File: src/rtl/core/uss_pkg.sv
`default_nettype none
package uss_pkg;

	localparam int DEF_MAX_CLASSES = 15;
	localparam int DEF_COUNT_WIDTH = 16;

	localparam int RESP_W     = 32;
	localparam int CLASS_W    = 4;
	localparam int SIDE_W     = 2;
	localparam int TOTAL_W    = 16;
	localparam int MIN_W      = 16;
	localparam int EFF_W      = 34;
	localparam int MAG_W      = EFF_W + 1;
	localparam int SCORE_W    = 48;
	localparam int RAD_W      = 64;
	localparam int ROOT_W     = RAD_W / 2;
	localparam int PROD_W     = ROOT_W + MAG_W;
	localparam int FRAC_W     = 16;
	localparam int CFG_IDX_W  = 4;
	localparam int CFG_DATA_W = 16;

	localparam logic [CFG_IDX_W-1:0] REG_TREATMENT_CLASSES = 4'd0;
	localparam logic [CFG_IDX_W-1:0] REG_MIN_SIDE_OBS      = 4'd1;
	localparam logic [CFG_IDX_W-1:0] REG_MIN_CONTROL_OBS   = 4'd2;
	localparam logic [CFG_IDX_W-1:0] REG_MIN_TREATMENT_OBS = 4'd3;

	localparam logic [SIDE_W-1:0] SIDE_LEFT  = 2'd1;
	localparam logic [SIDE_W-1:0] SIDE_RIGHT = 2'd2;

	typedef enum logic [3:0] {
		ST_IDLE,
		ST_ACC_RD,
		ST_ACC_WR,
		ST_EV_INIT,
		ST_EV_RD,
		ST_EV_CHK,
		ST_EV_DIV,
		ST_EV_UPD,
		ST_EV_NEXT,
		ST_FIN,
		ST_NPROD,
		ST_SQRT_GO,
		ST_SQRT_WAIT,
		ST_MUL,
		ST_SAT,
		ST_OUT
	} state_t;

endpackage
`default_nettype wire

File: src/rtl/core/uplift_split_score_top.sv
`default_nettype none
// Uplift split scorer. Each start beat carries one observation; per group and side counts
// and response sums live in a small memory. A beat without last takes a memory read,
// then a read-modify-write, when its side and group are valid. A beat with last then
// runs the evaluation: for each examined group and side one read and check plus, when
// the group qualifies, one serial division and an update step; then, for a valid split,
// a square root and a shift-add multiply. All of that runs through one divider, one
// root unit and one adder, and busy stays high meanwhile. The result appears for one
// cycle with done high and cannot be held off; all stores are cleared right after.
module uplift_split_score_top
	import uss_pkg::*;
#(
	parameter int MAX_CLASSES = DEF_MAX_CLASSES,
	parameter int COUNT_WIDTH = DEF_COUNT_WIDTH
) (
	input  wire logic                          clk,
	input  wire logic                          arst_n,
	input  wire logic                          start,
	output logic                               busy,
	input  wire logic signed [RESP_W-1:0]      response,
	input  wire logic [CLASS_W-1:0]            group,
	input  wire logic [SIDE_W-1:0]             side,
	input  wire logic                          last,
	input  wire logic                          cfg_valid,
	output logic                               cfg_ready,
	input  wire logic [CFG_IDX_W-1:0]          cfg_index,
	input  wire logic [CFG_DATA_W-1:0]         cfg_data,
	output logic                               done,
	output logic [SCORE_W-1:0]                 score,
	output logic                               split_valid,
	output logic [TOTAL_W-1:0]                 left_total,
	output logic [TOTAL_W-1:0]                 right_total,
	output logic [CLASS_W-1:0]                 best_class_left,
	output logic [CLASS_W-1:0]                 best_class_right,
	output logic signed [EFF_W-1:0]            effect_left,
	output logic signed [EFF_W-1:0]            effect_right
);
	localparam int NG    = MAX_CLASSES + 1;
	localparam int DEPTH = 2 * NG;
	localparam int CLW   = $clog2(NG);
	localparam int AW    = CLW + 1;
	localparam int CW    = COUNT_WIDTH;
	localparam int SW    = CW + RESP_W;
	localparam int MW    = (CW > MIN_W) ? CW : MIN_W;
	localparam int MCW   = $clog2(MAG_W + 1);

	state_t state_q, state_d;

	logic [CLASS_W-1:0] tc_q;
	logic [MIN_W-1:0]   min_side_q, min_ctrl_q, min_trt_q;

	logic signed [RESP_W-1:0] resp_q;
	logic [CLASS_W-1:0]       grp_q;
	logic                     rgt_q;
	logic                     last_q;
	logic [CW-1:0]            left_q, right_q;

	logic [CLW-1:0]           cls_q;
	logic                     sd_q;
	logic [CLW-1:0]           top_cls;
	logic signed [EFF_W-1:0]  ctrl0_q, ctrl1_q, eff0_q, eff1_q;
	logic [CLASS_W-1:0]       best0_q, best1_q;
	logic                     valid_q;
	logic [SCORE_W-1:0]       score_q;
	logic [2*CW-1:0]          nprod_q;
	logic [ROOT_W-1:0]        root_q;
	logic [MAG_W-1:0]         mag_q;
	logic [PROD_W-1:0]        acc_q;
	logic [MCW-1:0]           mcnt_q;

	logic                     acc_go;
	logic                     rd_en, wr_en, clr, div_start, sqrt_start;
	logic [AW-1:0]            acc_addr, eval_addr, rd_addr;
	logic [CW-1:0]            rd_count;
	logic signed [SW-1:0]     rd_sum;
	logic                     div_done, sqrt_done;
	logic signed [SW-1:0]     div_q;
	logic [ROOT_W-1:0]        sqrt_root;
	logic [MIN_W-1:0]         min_sel;
	logic                     qual, split_ok;
	logic signed [EFF_W-1:0]  mean, ctrl_sel, eff_sel, delta;
	logic signed [MAG_W-1:0]  diff;
	logic [RAD_W-1:0]         nprod_x, radicand;

	assign acc_go = (side == SIDE_LEFT || side == SIDE_RIGHT) &&
		(32'(group) <= 32'(MAX_CLASSES));
	assign acc_addr  = {CLW'(grp_q), rgt_q};
	assign eval_addr = {cls_q, sd_q};
	assign rd_addr   = (state_q == ST_ACC_RD) ? acc_addr : eval_addr;
	assign top_cls   = (32'(tc_q) > 32'(MAX_CLASSES)) ? CLW'(MAX_CLASSES) : CLW'(tc_q);

	assign min_sel = (cls_q == '0) ? min_ctrl_q : min_trt_q;
	assign qual    = (rd_count != '0) && (MW'(rd_count) >= MW'(min_sel));
	assign split_ok = (best0_q != '0) && (best1_q != '0) &&
		(MW'(left_q) >= MW'(min_side_q)) && (MW'(right_q) >= MW'(min_side_q));

	assign mean     = EFF_W'(div_q);
	assign ctrl_sel = sd_q ? ctrl1_q : ctrl0_q;
	assign eff_sel  = sd_q ? eff1_q : eff0_q;
	assign delta    = mean - ctrl_sel;
	assign diff     = MAG_W'(eff0_q) - MAG_W'(eff1_q);

	// A product of counts that overflows 32 bits pins the radicand at all ones.
	assign nprod_x  = RAD_W'(nprod_q);
	assign radicand = (nprod_x[RAD_W-1:ROOT_W] != '0) ? '1 : {nprod_x[ROOT_W-1:0], 32'b0};

	uss_store #(.DEPTH(DEPTH), .AW(AW), .CW(CW), .SW(SW)) u_store (
		.clk(clk), .arst_n(arst_n), .clear(clr),
		.wr_en(wr_en), .wr_addr(acc_addr), .wr_count(rd_count + 1'b1),
		.wr_sum(rd_sum + SW'(resp_q)),
		.rd_en(rd_en), .rd_addr(rd_addr), .rd_count(rd_count), .rd_sum(rd_sum)
	);

	uss_div #(.CW(CW), .SW(SW)) u_div (
		.clk(clk), .arst_n(arst_n), .start(div_start), .dividend(rd_sum),
		.divisor(rd_count), .done(div_done), .quotient(div_q)
	);

	uss_sqrt u_sqrt (
		.clk(clk), .arst_n(arst_n), .start(sqrt_start), .radicand(radicand),
		.done(sqrt_done), .root(sqrt_root)
	);

	always_ff @(posedge clk or negedge arst_n) begin
		if (!arst_n) begin
			state_q <= ST_IDLE;
		end else begin
			state_q <= state_d;
		end
	end

	always_comb begin
		state_d    = state_q;
		rd_en      = 1'b0;
		wr_en      = 1'b0;
		clr        = 1'b0;
		div_start  = 1'b0;
		sqrt_start = 1'b0;
		unique case (state_q)
			ST_IDLE: begin
				if (start) begin
					if (acc_go) state_d = ST_ACC_RD;
					else if (last) state_d = ST_EV_INIT;
				end
			end
			ST_ACC_RD: begin
				rd_en   = 1'b1;
				state_d = ST_ACC_WR;
			end
			ST_ACC_WR: begin
				// A full count stops both the count and the sum.
				wr_en   = (rd_count != '1);
				state_d = last_q ? ST_EV_INIT : ST_IDLE;
			end
			ST_EV_INIT: state_d = ST_EV_RD;
			ST_EV_RD: begin
				rd_en   = 1'b1;
				state_d = ST_EV_CHK;
			end
			ST_EV_CHK: begin
				if (qual) begin
					div_start = 1'b1;
					state_d   = ST_EV_DIV;
				end else if (cls_q == '0) begin
					state_d = ST_OUT;
				end else begin
					state_d = ST_EV_NEXT;
				end
			end
			ST_EV_DIV: begin
				if (div_done) state_d = ST_EV_UPD;
			end
			ST_EV_UPD: state_d = ST_EV_NEXT;
			ST_EV_NEXT: begin
				if (sd_q && cls_q >= top_cls) state_d = ST_FIN;
				else state_d = ST_EV_RD;
			end
			ST_FIN: state_d = split_ok ? ST_NPROD : ST_OUT;
			ST_NPROD: state_d = ST_SQRT_GO;
			ST_SQRT_GO: begin
				sqrt_start = 1'b1;
				state_d    = ST_SQRT_WAIT;
			end
			ST_SQRT_WAIT: begin
				if (sqrt_done) state_d = ST_MUL;
			end
			ST_MUL: begin
				if (mcnt_q == MCW'(MAG_W - 1)) state_d = ST_SAT;
			end
			ST_SAT: state_d = ST_OUT;
			ST_OUT: begin
				clr     = 1'b1;
				state_d = ST_IDLE;
			end
			default: state_d = ST_IDLE;
		endcase
	end

	always_ff @(posedge clk or negedge arst_n) begin
		if (!arst_n) begin
			tc_q       <= CLASS_W'(1);
			min_side_q <= MIN_W'(1);
			min_ctrl_q <= MIN_W'(1);
			min_trt_q  <= MIN_W'(1);
			left_q     <= '0;
			right_q    <= '0;
		end else begin
			if (cfg_valid) begin
				unique case (cfg_index)
					REG_TREATMENT_CLASSES: tc_q       <= cfg_data[CLASS_W-1:0];
					REG_MIN_SIDE_OBS:      min_side_q <= cfg_data;
					REG_MIN_CONTROL_OBS:   min_ctrl_q <= cfg_data;
					REG_MIN_TREATMENT_OBS: min_trt_q  <= cfg_data;
					default: ;
				endcase
			end
			if (state_q == ST_IDLE && start) begin
				if (side == SIDE_LEFT && left_q != '1) left_q <= left_q + 1'b1;
				if (side == SIDE_RIGHT && right_q != '1) right_q <= right_q + 1'b1;
			end else if (clr) begin
				left_q  <= '0;
				right_q <= '0;
			end
		end
	end

	always_ff @(posedge clk) begin
		unique case (state_q)
			ST_IDLE: begin
				if (start) begin
					resp_q <= response;
					grp_q  <= group;
					rgt_q  <= (side == SIDE_RIGHT);
					last_q <= last;
				end
			end
			ST_EV_INIT: begin
				cls_q   <= '0;
				sd_q    <= 1'b0;
				best0_q <= '0;
				best1_q <= '0;
				eff0_q  <= '0;
				eff1_q  <= '0;
				valid_q <= 1'b0;
				score_q <= '0;
			end
			ST_EV_UPD: begin
				if (cls_q == '0) begin
					if (sd_q) ctrl1_q <= mean;
					else ctrl0_q <= mean;
				end else if ((sd_q ? best1_q : best0_q) == '0 || eff_sel < delta) begin
					if (sd_q) begin
						eff1_q  <= delta;
						best1_q <= CLASS_W'(cls_q);
					end else begin
						eff0_q  <= delta;
						best0_q <= CLASS_W'(cls_q);
					end
				end
			end
			ST_EV_NEXT: begin
				sd_q <= ~sd_q;
				if (sd_q) cls_q <= cls_q + 1'b1;
			end
			ST_FIN: valid_q <= split_ok;
			ST_NPROD: begin
				nprod_q <= (2*CW)'(left_q) * (2*CW)'(right_q);
				mag_q   <= diff[MAG_W-1] ? MAG_W'(-diff) : MAG_W'(diff);
			end
			ST_SQRT_WAIT: begin
				root_q <= sqrt_root;
				acc_q  <= '0;
				mcnt_q <= '0;
			end
			ST_MUL: begin
				acc_q  <= {acc_q[PROD_W-2:0], 1'b0} +
					(mag_q[MAG_W-1] ? PROD_W'(root_q) : '0);
				mag_q  <= {mag_q[MAG_W-2:0], 1'b0};
				mcnt_q <= mcnt_q + 1'b1;
			end
			ST_SAT: begin
				score_q <= (acc_q[PROD_W-1:SCORE_W+FRAC_W] != '0) ? '1 :
					acc_q[SCORE_W+FRAC_W-1:FRAC_W];
			end
			default: ;
		endcase
	end

	assign busy             = (state_q != ST_IDLE);
	assign cfg_ready        = 1'b1;
	assign done             = (state_q == ST_OUT);
	assign score            = score_q;
	assign split_valid      = valid_q;
	assign left_total       = TOTAL_W'(left_q);
	assign right_total      = TOTAL_W'(right_q);
	assign best_class_left  = best0_q;
	assign best_class_right = best1_q;
	assign effect_left      = eff0_q;
	assign effect_right     = eff1_q;
endmodule
`default_nettype wire

File: src/rtl/core/uss_store.sv
`default_nettype none
module uss_store #(
	parameter int DEPTH = 32,
	parameter int AW    = 5,
	parameter int CW    = 16,
	parameter int SW    = 48
) (
	input  wire logic                 clk,
	input  wire logic                 arst_n,
	input  wire logic                 clear,
	input  wire logic                 wr_en,
	input  wire logic [AW-1:0]        wr_addr,
	input  wire logic [CW-1:0]        wr_count,
	input  wire logic signed [SW-1:0] wr_sum,
	input  wire logic                 rd_en,
	input  wire logic [AW-1:0]        rd_addr,
	output logic [CW-1:0]             rd_count,
	output logic signed [SW-1:0]      rd_sum
);
	logic [CW-1:0]        cnt_mem [DEPTH];
	logic signed [SW-1:0] sum_mem [DEPTH];
	logic [DEPTH-1:0]     vld_q;
	logic [CW-1:0]        cnt_q;
	logic signed [SW-1:0] sum_q;
	logic                 hit_q;

	// Entries never written since the last clear read as zero.
	always_ff @(posedge clk or negedge arst_n) begin
		if (!arst_n) begin
			vld_q <= '0;
		end else if (clear) begin
			vld_q <= '0;
		end else if (wr_en) begin
			vld_q[wr_addr] <= 1'b1;
		end
	end

	always_ff @(posedge clk) begin
		if (wr_en) begin
			cnt_mem[wr_addr] <= wr_count;
			sum_mem[wr_addr] <= wr_sum;
		end
		if (rd_en) begin
			cnt_q <= cnt_mem[rd_addr];
			sum_q <= sum_mem[rd_addr];
			hit_q <= vld_q[rd_addr];
		end
	end

	assign rd_count = hit_q ? cnt_q : '0;
	assign rd_sum   = hit_q ? sum_q : '0;
endmodule
`default_nettype wire

File: src/rtl/core/uss_div.sv
`default_nettype none
module uss_div #(
	parameter int CW = 16,
	parameter int SW = 48
) (
	input  wire logic                 clk,
	input  wire logic                 arst_n,
	input  wire logic                 start,
	input  wire logic signed [SW-1:0] dividend,
	input  wire logic [CW-1:0]        divisor,
	output logic                      done,
	output logic signed [SW-1:0]      quotient
);
	localparam int CNT_W = $clog2(SW + 1);

	logic             run_q;
	logic [CNT_W-1:0] cnt_q;
	logic [SW-1:0]    dq_q;
	logic [CW:0]      rem_q;
	logic [CW-1:0]    dvs_q;
	logic             neg_q;
	logic [CW:0]      rem_sh;
	logic             ge;

	assign rem_sh = {rem_q[CW-1:0], dq_q[SW-1]};
	assign ge     = rem_sh >= {1'b0, dvs_q};

	always_ff @(posedge clk or negedge arst_n) begin
		if (!arst_n) begin
			run_q <= 1'b0;
			cnt_q <= '0;
			done  <= 1'b0;
		end else begin
			done <= 1'b0;
			if (start) begin
				run_q <= 1'b1;
				cnt_q <= '0;
			end else if (run_q) begin
				cnt_q <= cnt_q + 1'b1;
				if (cnt_q == CNT_W'(SW - 1)) begin
					run_q <= 1'b0;
					done  <= 1'b1;
				end
			end
		end
	end

	// Restoring division on the magnitude, one quotient bit per cycle.
	always_ff @(posedge clk) begin
		if (start) begin
			neg_q <= dividend[SW-1];
			dq_q  <= dividend[SW-1] ? SW'(-dividend) : SW'(dividend);
			dvs_q <= divisor;
			rem_q <= '0;
		end else if (run_q) begin
			rem_q <= ge ? rem_sh - {1'b0, dvs_q} : rem_sh;
			dq_q  <= {dq_q[SW-2:0], ge};
		end
	end

	assign quotient = neg_q ? -$signed(dq_q) : $signed(dq_q);
endmodule
`default_nettype wire

File: src/rtl/core/uss_sqrt.sv
`default_nettype none
module uss_sqrt (
	input  wire logic                       clk,
	input  wire logic                       arst_n,
	input  wire logic                       start,
	input  wire logic [uss_pkg::RAD_W-1:0]  radicand,
	output logic                            done,
	output logic [uss_pkg::ROOT_W-1:0]      root
);
	import uss_pkg::*;

	localparam int CNT_W = $clog2(ROOT_W + 1);
	localparam int REM_W = ROOT_W + 2;

	logic             run_q;
	logic [CNT_W-1:0] cnt_q;
	logic [RAD_W-1:0] rad_q;
	logic [REM_W-1:0] rem_q;
	logic [ROOT_W-1:0] root_q;
	logic [REM_W+1:0] rem_sh;
	logic [REM_W+1:0] trial;
	logic             ge;

	assign rem_sh = {rem_q, rad_q[RAD_W-1:RAD_W-2]};
	assign trial  = {2'b00, root_q, 2'b01};
	assign ge     = rem_sh >= trial;

	always_ff @(posedge clk or negedge arst_n) begin
		if (!arst_n) begin
			run_q <= 1'b0;
			cnt_q <= '0;
			done  <= 1'b0;
		end else begin
			done <= 1'b0;
			if (start) begin
				run_q <= 1'b1;
				cnt_q <= '0;
			end else if (run_q) begin
				cnt_q <= cnt_q + 1'b1;
				if (cnt_q == CNT_W'(ROOT_W - 1)) begin
					run_q <= 1'b0;
					done  <= 1'b1;
				end
			end
		end
	end

	// Digit-by-digit root: two radicand bits per cycle.
	always_ff @(posedge clk) begin
		if (start) begin
			rad_q  <= radicand;
			rem_q  <= '0;
			root_q <= '0;
		end else if (run_q) begin
			rad_q  <= {rad_q[RAD_W-3:0], 2'b00};
			rem_q  <= ge ? REM_W'(rem_sh - trial) : REM_W'(rem_sh);
			root_q <= {root_q[ROOT_W-2:0], ge};
		end
	end

	assign root = root_q;
endmodule
`default_nettype wire

File: config.mk
export PLATFORM = sky130hd
export DESIGN_NAME = uplift_split_score_top
export DESIGN_NICKNAME = d
export VERILOG_FILES = /design/src/rtl/core/uss_pkg.sv /design/src/rtl/core/uplift_split_score_top.sv /design/src/rtl/core/uss_store.sv /design/src/rtl/core/uss_div.sv /design/src/rtl/core/uss_sqrt.sv
export SDC_FILE = /design/constraint.sdc
export NUM_CORES = 2
export LEC_CHECK = 0
export BUFFER_PORTS_ARGS = -buffer_cell sky130_fd_sc_hd__buf_4
export CAP_MARGIN = 20
export CORE_UTILIZATION = 35
export CTS_BUF_LIST = sky130_fd_sc_hd__clkbuf_16
export DETAILED_ROUTE_END_ITERATION = 7
export HOLD_SLACK_MARGIN = 0.12
export PLACE_DENSITY = 0.5
export SLEW_MARGIN = 20
export SYNTH_ARGS = -nofsm -noshare
export SYNTH_HDL_FRONTEND = slang
export SYNTH_SLANG_ARGS = --single-unit
File: constraint.sdc
create_clock -name clk -period 15.85 [get_ports clk]
set_clock_uncertainty 0.1 [all_clocks]
set_input_delay 2.3775 -clock clk [delete_from_list [all_inputs] [get_ports clk]]
set_output_delay 2.3775 -clock clk [all_outputs]
set_load 0.02 [all_outputs]
======== Yosys cells after proc, flatten, opt, wreduce, memory -nomap -nowiden ========
Memories as Yosys holds them, arrays and structs flattened. A register that Yosys moved wholly into a read port is not among the register bits.
Index checks and enable logic that the tools add are counted.
word-level totals
  register bits after elaboration ......... 724
  latch bits .............................. 0
  bits in writable memories ............... 2048
  ROM bits ................................ 0
  bits of input ports ..................... 63
  output and inout port bits .............. 160
  logic and storage cells ................. 243
  memories kept ........................... 2
memories
  name             depth  bits a word  read ports  clocked after Yosys merged registers in  write ports  line             RTL
  u_store.sum_mem  32     48           1           1                                        1            uss_store.sv:21  logic signed [SW-1:0] sum_mem [DEPTH];
  u_store.cnt_mem  32     16           1           1                                        1            uss_store.sv:20  logic [CW-1:0] cnt_mem [DEPTH];
cells by class
  add/sub/neg operators ................... 16
  multiply operators ...................... 1
  div/mod/pow operators ................... 0
  order comparisons ....................... 10
  equal/unequal tests ..................... 38
  shift operators ......................... 0
  muxes and demuxes ....................... 89
  bitwise gates (word level) .............. 2
  reductions and logical operators ........ 44
operators by type and width
  operator                 number
  $mux W34                 10
  $mux W48                 5
  $pmux W34 S2             2
  $pmux W67 S2             1
  $mux W16                 8
  $mux W64                 2
  $mux W32                 3
  $pmux W48 S2             1
  $pmux W35 S2             1
  $sub A34 B34 Y34         2
  $add A67 B32 Y67         1
  $mux W4                  16
  $pmux W4 S16             1
  $add A16 B1 Y16 const B  3
  $add A48 B32 Y48         1
  $ge A16 B16 Y1           3
  $ne A16 B16 Y1 const B   3
  $neg A48 Y48             1
  $ge A36 B34 Y1           1
  $mux W35                 1
  $neg A35 Y35             1
  $sub A34 B34 Y35         1
  $lt A34 B34 Y1           1
  $neg A34 Y34             1
  other kinds (43)         130

======== Depth between registers and ports, before layout ========
  depth in word-level cells ............... 8
  gate-level depth with buffers ........... 33
  depth with buffers taken out ............ 31

======== Hierarchy ========
Synthesis repeated with hierarchy kept, for this count alone.
second synthesis, totals
  cell total of the unflattened synthesis .. 8619
  area total of the unflattened synthesis .. 134455.2 µm²
by module, submodules not included
  module                  times used  cells each  area each (µm²)  seq. area each (µm²)
  uss_store               1           3304        81383.1          64251.6
  uplift_split_score_top  1           3841        38879.8          14458.9
  uss_sqrt                1           751         7704.9           3443.3
  uss_div                 1           723         6487.5           2472.4

======== Worst setup path after synthesis ========
Ideal clock, no wire load.
  kind .................................... reg-to-reg
  start point ............................. register sd_q
  end point ............................... register best1_q[0], in the netlist best_class_right[0] (enable)
  library setup time ...................... 0.393 ns
  arrival ................................. 8.250 ns
  data required time ...................... 15.357 ns
  path slack .............................. 7.107 ns
  cell stages (with the launch flop) ...... 33
  path buffers ............................ 5
  clock period less this slack ............ 8.743 ns
  path through ............................ edfxtp_1 -> buf_2 -> buf_1 -> buf_1 -> clkbuf_1 -> clkbuf_1 -> mux2i_1 -> ha_1 -> o21a_1 -> o31ai_1 -> a21oi_1 -> a221oi_1 -> o211ai_1 -> a31o_4 -> o311a_4 -> a211oi_4 -> o21bai_2 -> a311oi_1 -> nor2_1 -> or4_1 -> and3_1 -> ha_1 -> and4_1 -> nand4_1 -> nor2_1 -> a211oi_1 -> o21ai_0 -> a311oi_1 -> nor3_1 -> mux2i_1 -> a31oi_1 -> o21ai_1 -> o211a_1
between the ends
  word-level cells in the longest chain between the ends .. 6
  elaborated cells between the ends (all ways) .. 10
  classes of those cells .................. add/sub: 1; order compare: 1; eq/ne: 2; mux: 3; reduce/logical: 3
RTL lines
  what                             line                           RTL
  from (decl)                      uplift_split_score_top.sv:59   logic sd_q;
  from (signal assigned)           uplift_split_score_top.sv:262  sd_q <= ~sd_q;
  $mux W34                         uplift_split_score_top.sv:98   assign ctrl_sel = sd_q ? ctrl1_q : ctrl0_q;
  $sub A34 B34 Y34                 uplift_split_score_top.sv:100  assign delta = mean - ctrl_sel;
  $lt A34 B34 Y1                   uplift_split_score_top.sv:251  end else if ((sd_q ? best1_q : best0_q) == '0 || eff_sel < delta) begin
  $logic_or A1 B1 Y1               uplift_split_score_top.sv:251
  $ne A2 B2 Y1 (no line)           n/a
  $reduce_and A4 Y1 (no line) (*)  n/a
  to (signal assigned)             uplift_split_score_top.sv:254  best1_q <= CLASS_W'(cls_q);
  to (decl)                        uplift_split_score_top.sv:62   logic [CLASS_W-1:0] best0_q, best1_q;
Every way passes the cells marked *; elsewhere a longest branch is shown, timed or not.
A chain may end at the register's enable or synchronous reset.

======== Worst setup path after layout ========
  start point ............................. register u_div.dq_q[0]
  end point ............................... register eff1_q[5], in the netlist effect_right[5] (enable)
between the ends
  word-level cells in the longest chain between the ends .. 7
RTL lines
  what                             line                           RTL
  from (decl)                      uss_div.sv:18                  logic [SW-1:0] dq_q;
  from (signal assigned)           uss_div.sv:52                  dq_q <= dividend[SW-1] ? SW'(-dividend) : SW'(dividend);
  from (signal assigned)           uss_div.sv:57                  dq_q <= {dq_q[SW-2:0], ge};
  $neg A34 Y34                     uss_div.sv:61                  assign quotient = neg_q ? -$signed(dq_q) : $signed(dq_q);
  $mux W34 (*)                     uss_div.sv:61
  $sub A34 B34 Y34 (*)             uplift_split_score_top.sv:100
  $lt A34 B34 Y1 (*)               uplift_split_score_top.sv:251
  $logic_or A1 B1 Y1 (*)           uplift_split_score_top.sv:251
  $ne A2 B2 Y1 (no line) (*)       n/a
  $reduce_and A4 Y1 (no line) (*)  n/a
  to (signal assigned)             uplift_split_score_top.sv:253  eff1_q <= delta;
  to (decl)                        uplift_split_score_top.sv:61   logic signed [EFF_W-1:0] ctrl0_q, ctrl1_q, eff0_q, eff1_q;
Marks and branches as above.

==> run metrics <==
status finished, final reports clean; CTS resizes 0; CTS hold repair buffers 0; dpl cell area 142,000 sq um; worst path buffer plus inverter count 1; final worst-path cycle share 55.5%; Peak Freq 114 MHz; Top FF cell, synth edfxtp_1; clock buffer depth 4; net switching power 10.3 mW; die area 382,000 sq um; total setup buffers inserted after CTS 0; crit path max-delay cell type o211a_2; Post-synth EDFFs 2,618; Residual DRC 0; CP Class reg2reg; vias in the first global route 80,900; synth warn 0; vias 79,800; total CTS buffers 313; Netlist cell types 96; Avg Inst Size Synth 14.3 sq um; drt total wl 380,000 um; CTS tree built; final layout net count 10,200; drt pass-1 iters 6; Final Critical Period 8.79 ns; Worst-Margin Slew 1.29 ns; P&R area growth vs syn 14.0%; Post-DRT Antenna Nets 0; Post-Syn Instances 9,271; syn nets 9,924; initial antenna violation count 23; Place WS 6.98 ns; Max-Cap Viols 0; most frequent cells in the layout 2,618 x edfxtp_1, 1,173 x nand2_1, 539 x inv_1; global placement routability congestion 0.830; WP data arrival 9.17 ns; crit path max fanout 38; fraction of layout cells with a size suffix above 1 16.6%; Worst setup SP type flop; leak pwr 54.8 nW; via-per-instance ratio 5.38; Seq cells post-synth 2,836; Core Area 377,000 sq um; mapped cell area 133,000 sq um; Initial DRC Count 6,890; max incr delay on CP 0.86 ns; DP Wirelength 223,000 um; die outline width 618 um; Rows 225; H-tree Lvls 5; Top Ports 223; crit end category flop; delay-heaviest family, CP compound AO/OA/AOI/OAI gates; Rel. slew slack 13.3%; Sink Count 2,836; WL/cell 25.6 um; unrepaired setup endpoints after global routing false; Post-Layout Cell Count 14,800; max-slew violation count 0; WP data required 16.22 ns; Die Y 618 um; starting density of the core 35.3%; clock slew at reported path FFs 0.06 ns; most common cell after layout, fill and taps aside edfxtp_1; worst hold slack 0.360 ns; GRT Overall Usage 19.5%; post-synthesis async set-or-reset flop share 4.80%; Flop pwr share 39.7%; Seq/Total Area, Yosys 63.0%; Setup TNS 0 ns; finished layout cell area 151,000 sq um; fillcell total 34,900; Final Hold Vio Count 0; GRT Residual Overflow 0; first-pass GRT wire length 555,000 um; dpl cells 14,200; worst skew pair latency 0.93 ns; combinational power share 36.1%; Peak VDD IR 0.122 mV; Power Density 190 nW/um^2; clock root buffer clkbuf_16; most used cell, CP ha_1; largest net degree at the start of global routing 141; Clock power frac 24.3%; number of buffers added on ports 221; Setup-failing EPs final 0; min-delay worst type reg2reg; switching share of power 35.8%; Final WS setup 7.06 ns; Int Pwr 18.5 mW
-- power by group through the flow --
stage | registers [mW] | logic, mW | clock network [mW]
finish | 11.4 | 10.4 | 6.99
global route | 11.5 | 11.4 | 7.40
CTS | 11.4 | 10.4 | 7.15
detailed placement | 11.6 | 10.4 | 0
global placement | 11.5 | 10.1 | 0
floorplan | 11.4 | 6.84 | 0
-- flip-flops by register name (all words and copies together), names as in the netlist, 35 cells and up --
name	count
score	48
u_store.sum_q	48
acc_q	67
u_store.cnt_mem	512
mag_q	35
u_div.dq_q	48
u_store.sum_mem	1536
-- worst reg2reg max path: cells and delay by family (launching register included) --
kind            cells  cell delay (ns)
compound gates     14             4.46
xor+xnor            1             0.19
fa+ha+maj           3             0.84
buf+inv             1             0.12
flops               1             0.49
mux                 1             0.16
simple gates        9             2.01
-- Yosys cell counts (all sizes together), types with 45 or more instances --
cell	instances	area [sq um]
a21o	124	931
mux2	103	1160
mux2i	135	1350
dfxtp	82	1640
xnor2	202	1770
fa	199	3980
nor2	461	1730
inv	468	1760
or3	48	300
mux4	520	11700
dfrtp	132	3300
o21a	92	691
and3	54	343
nor3	71	355
nand2	1175	4410
xor2	124	1090
and2	202	1260
nand2b	47	294
o21ai	268	1340
nand4	45	282
ha	391	4890
buf	96	374
edfxtp	2618	78600
clkbuf	353	1330
nand3	476	2380
a21oi	285	1430
a31oi	45	282
-- logic make-up after synthesis --
group	count (synthesis)	synth area share (%)
other cells	1	0.00282
mux	758	10.7
xor+xnor	333	2.27
fa+ha+maj	593	6.71
buf+inv	919	2.61
compound gates	1103	5.35
flops	2836	63.0
simple gates	2728	9.36
-- layer usage --
layer / part of all wire [%] / track usage, %
met5: 0.015 / 0
met4: 2.2 / 4.46
met2: 47 / 31.9
met1: 45 / 27.4
met3: 6.4 / 3.13
-- cell type report --
class	count	area (sq um)	share of cell area, %
clock inverter	236	1640	1.09
inverter	470	1760	1.17
timing repair buffer	434	3370	2.23
antenna	9	22.5	0.0149
multi-input combinational	5516	46600	30.8
sequential	2836	83700	55.3
clock buffer	322	8060	5.32
tap	4994	6250	4.13
-- metrics by stage --
stage / total power [mW] / utilization, %
after floorplan: 18.3 / -
after global placement: 21.6 / 37.5
after detailed placement: 21.9 / 37.6
after CTS: 29.0 / 40.2
after global routing: 30.3 / 40.2
final: 28.8 / 40.2
-- final timing paths --
check	startpoint	to	slack, ns	depth (start not counted)
setup / recovery	u_div.dq_q[0]	effect_right[5]	7.06	29
min in group asynchronous	arst_n	state_q[0]	1.46	1
hold / removal	u_div.rem_q[15]	u_div.rem_q[15]	0.36	2
setup reg to reg	u_div.dq_q[0]	effect_right[5]	7.06	29
hold reg to reg	u_div.rem_q[15]	u_div.rem_q[15]	0.36	2
max in group asynchronous	arst_n	u_sqrt.run_q	12.86	2
(Power assumes the default switching activity.)
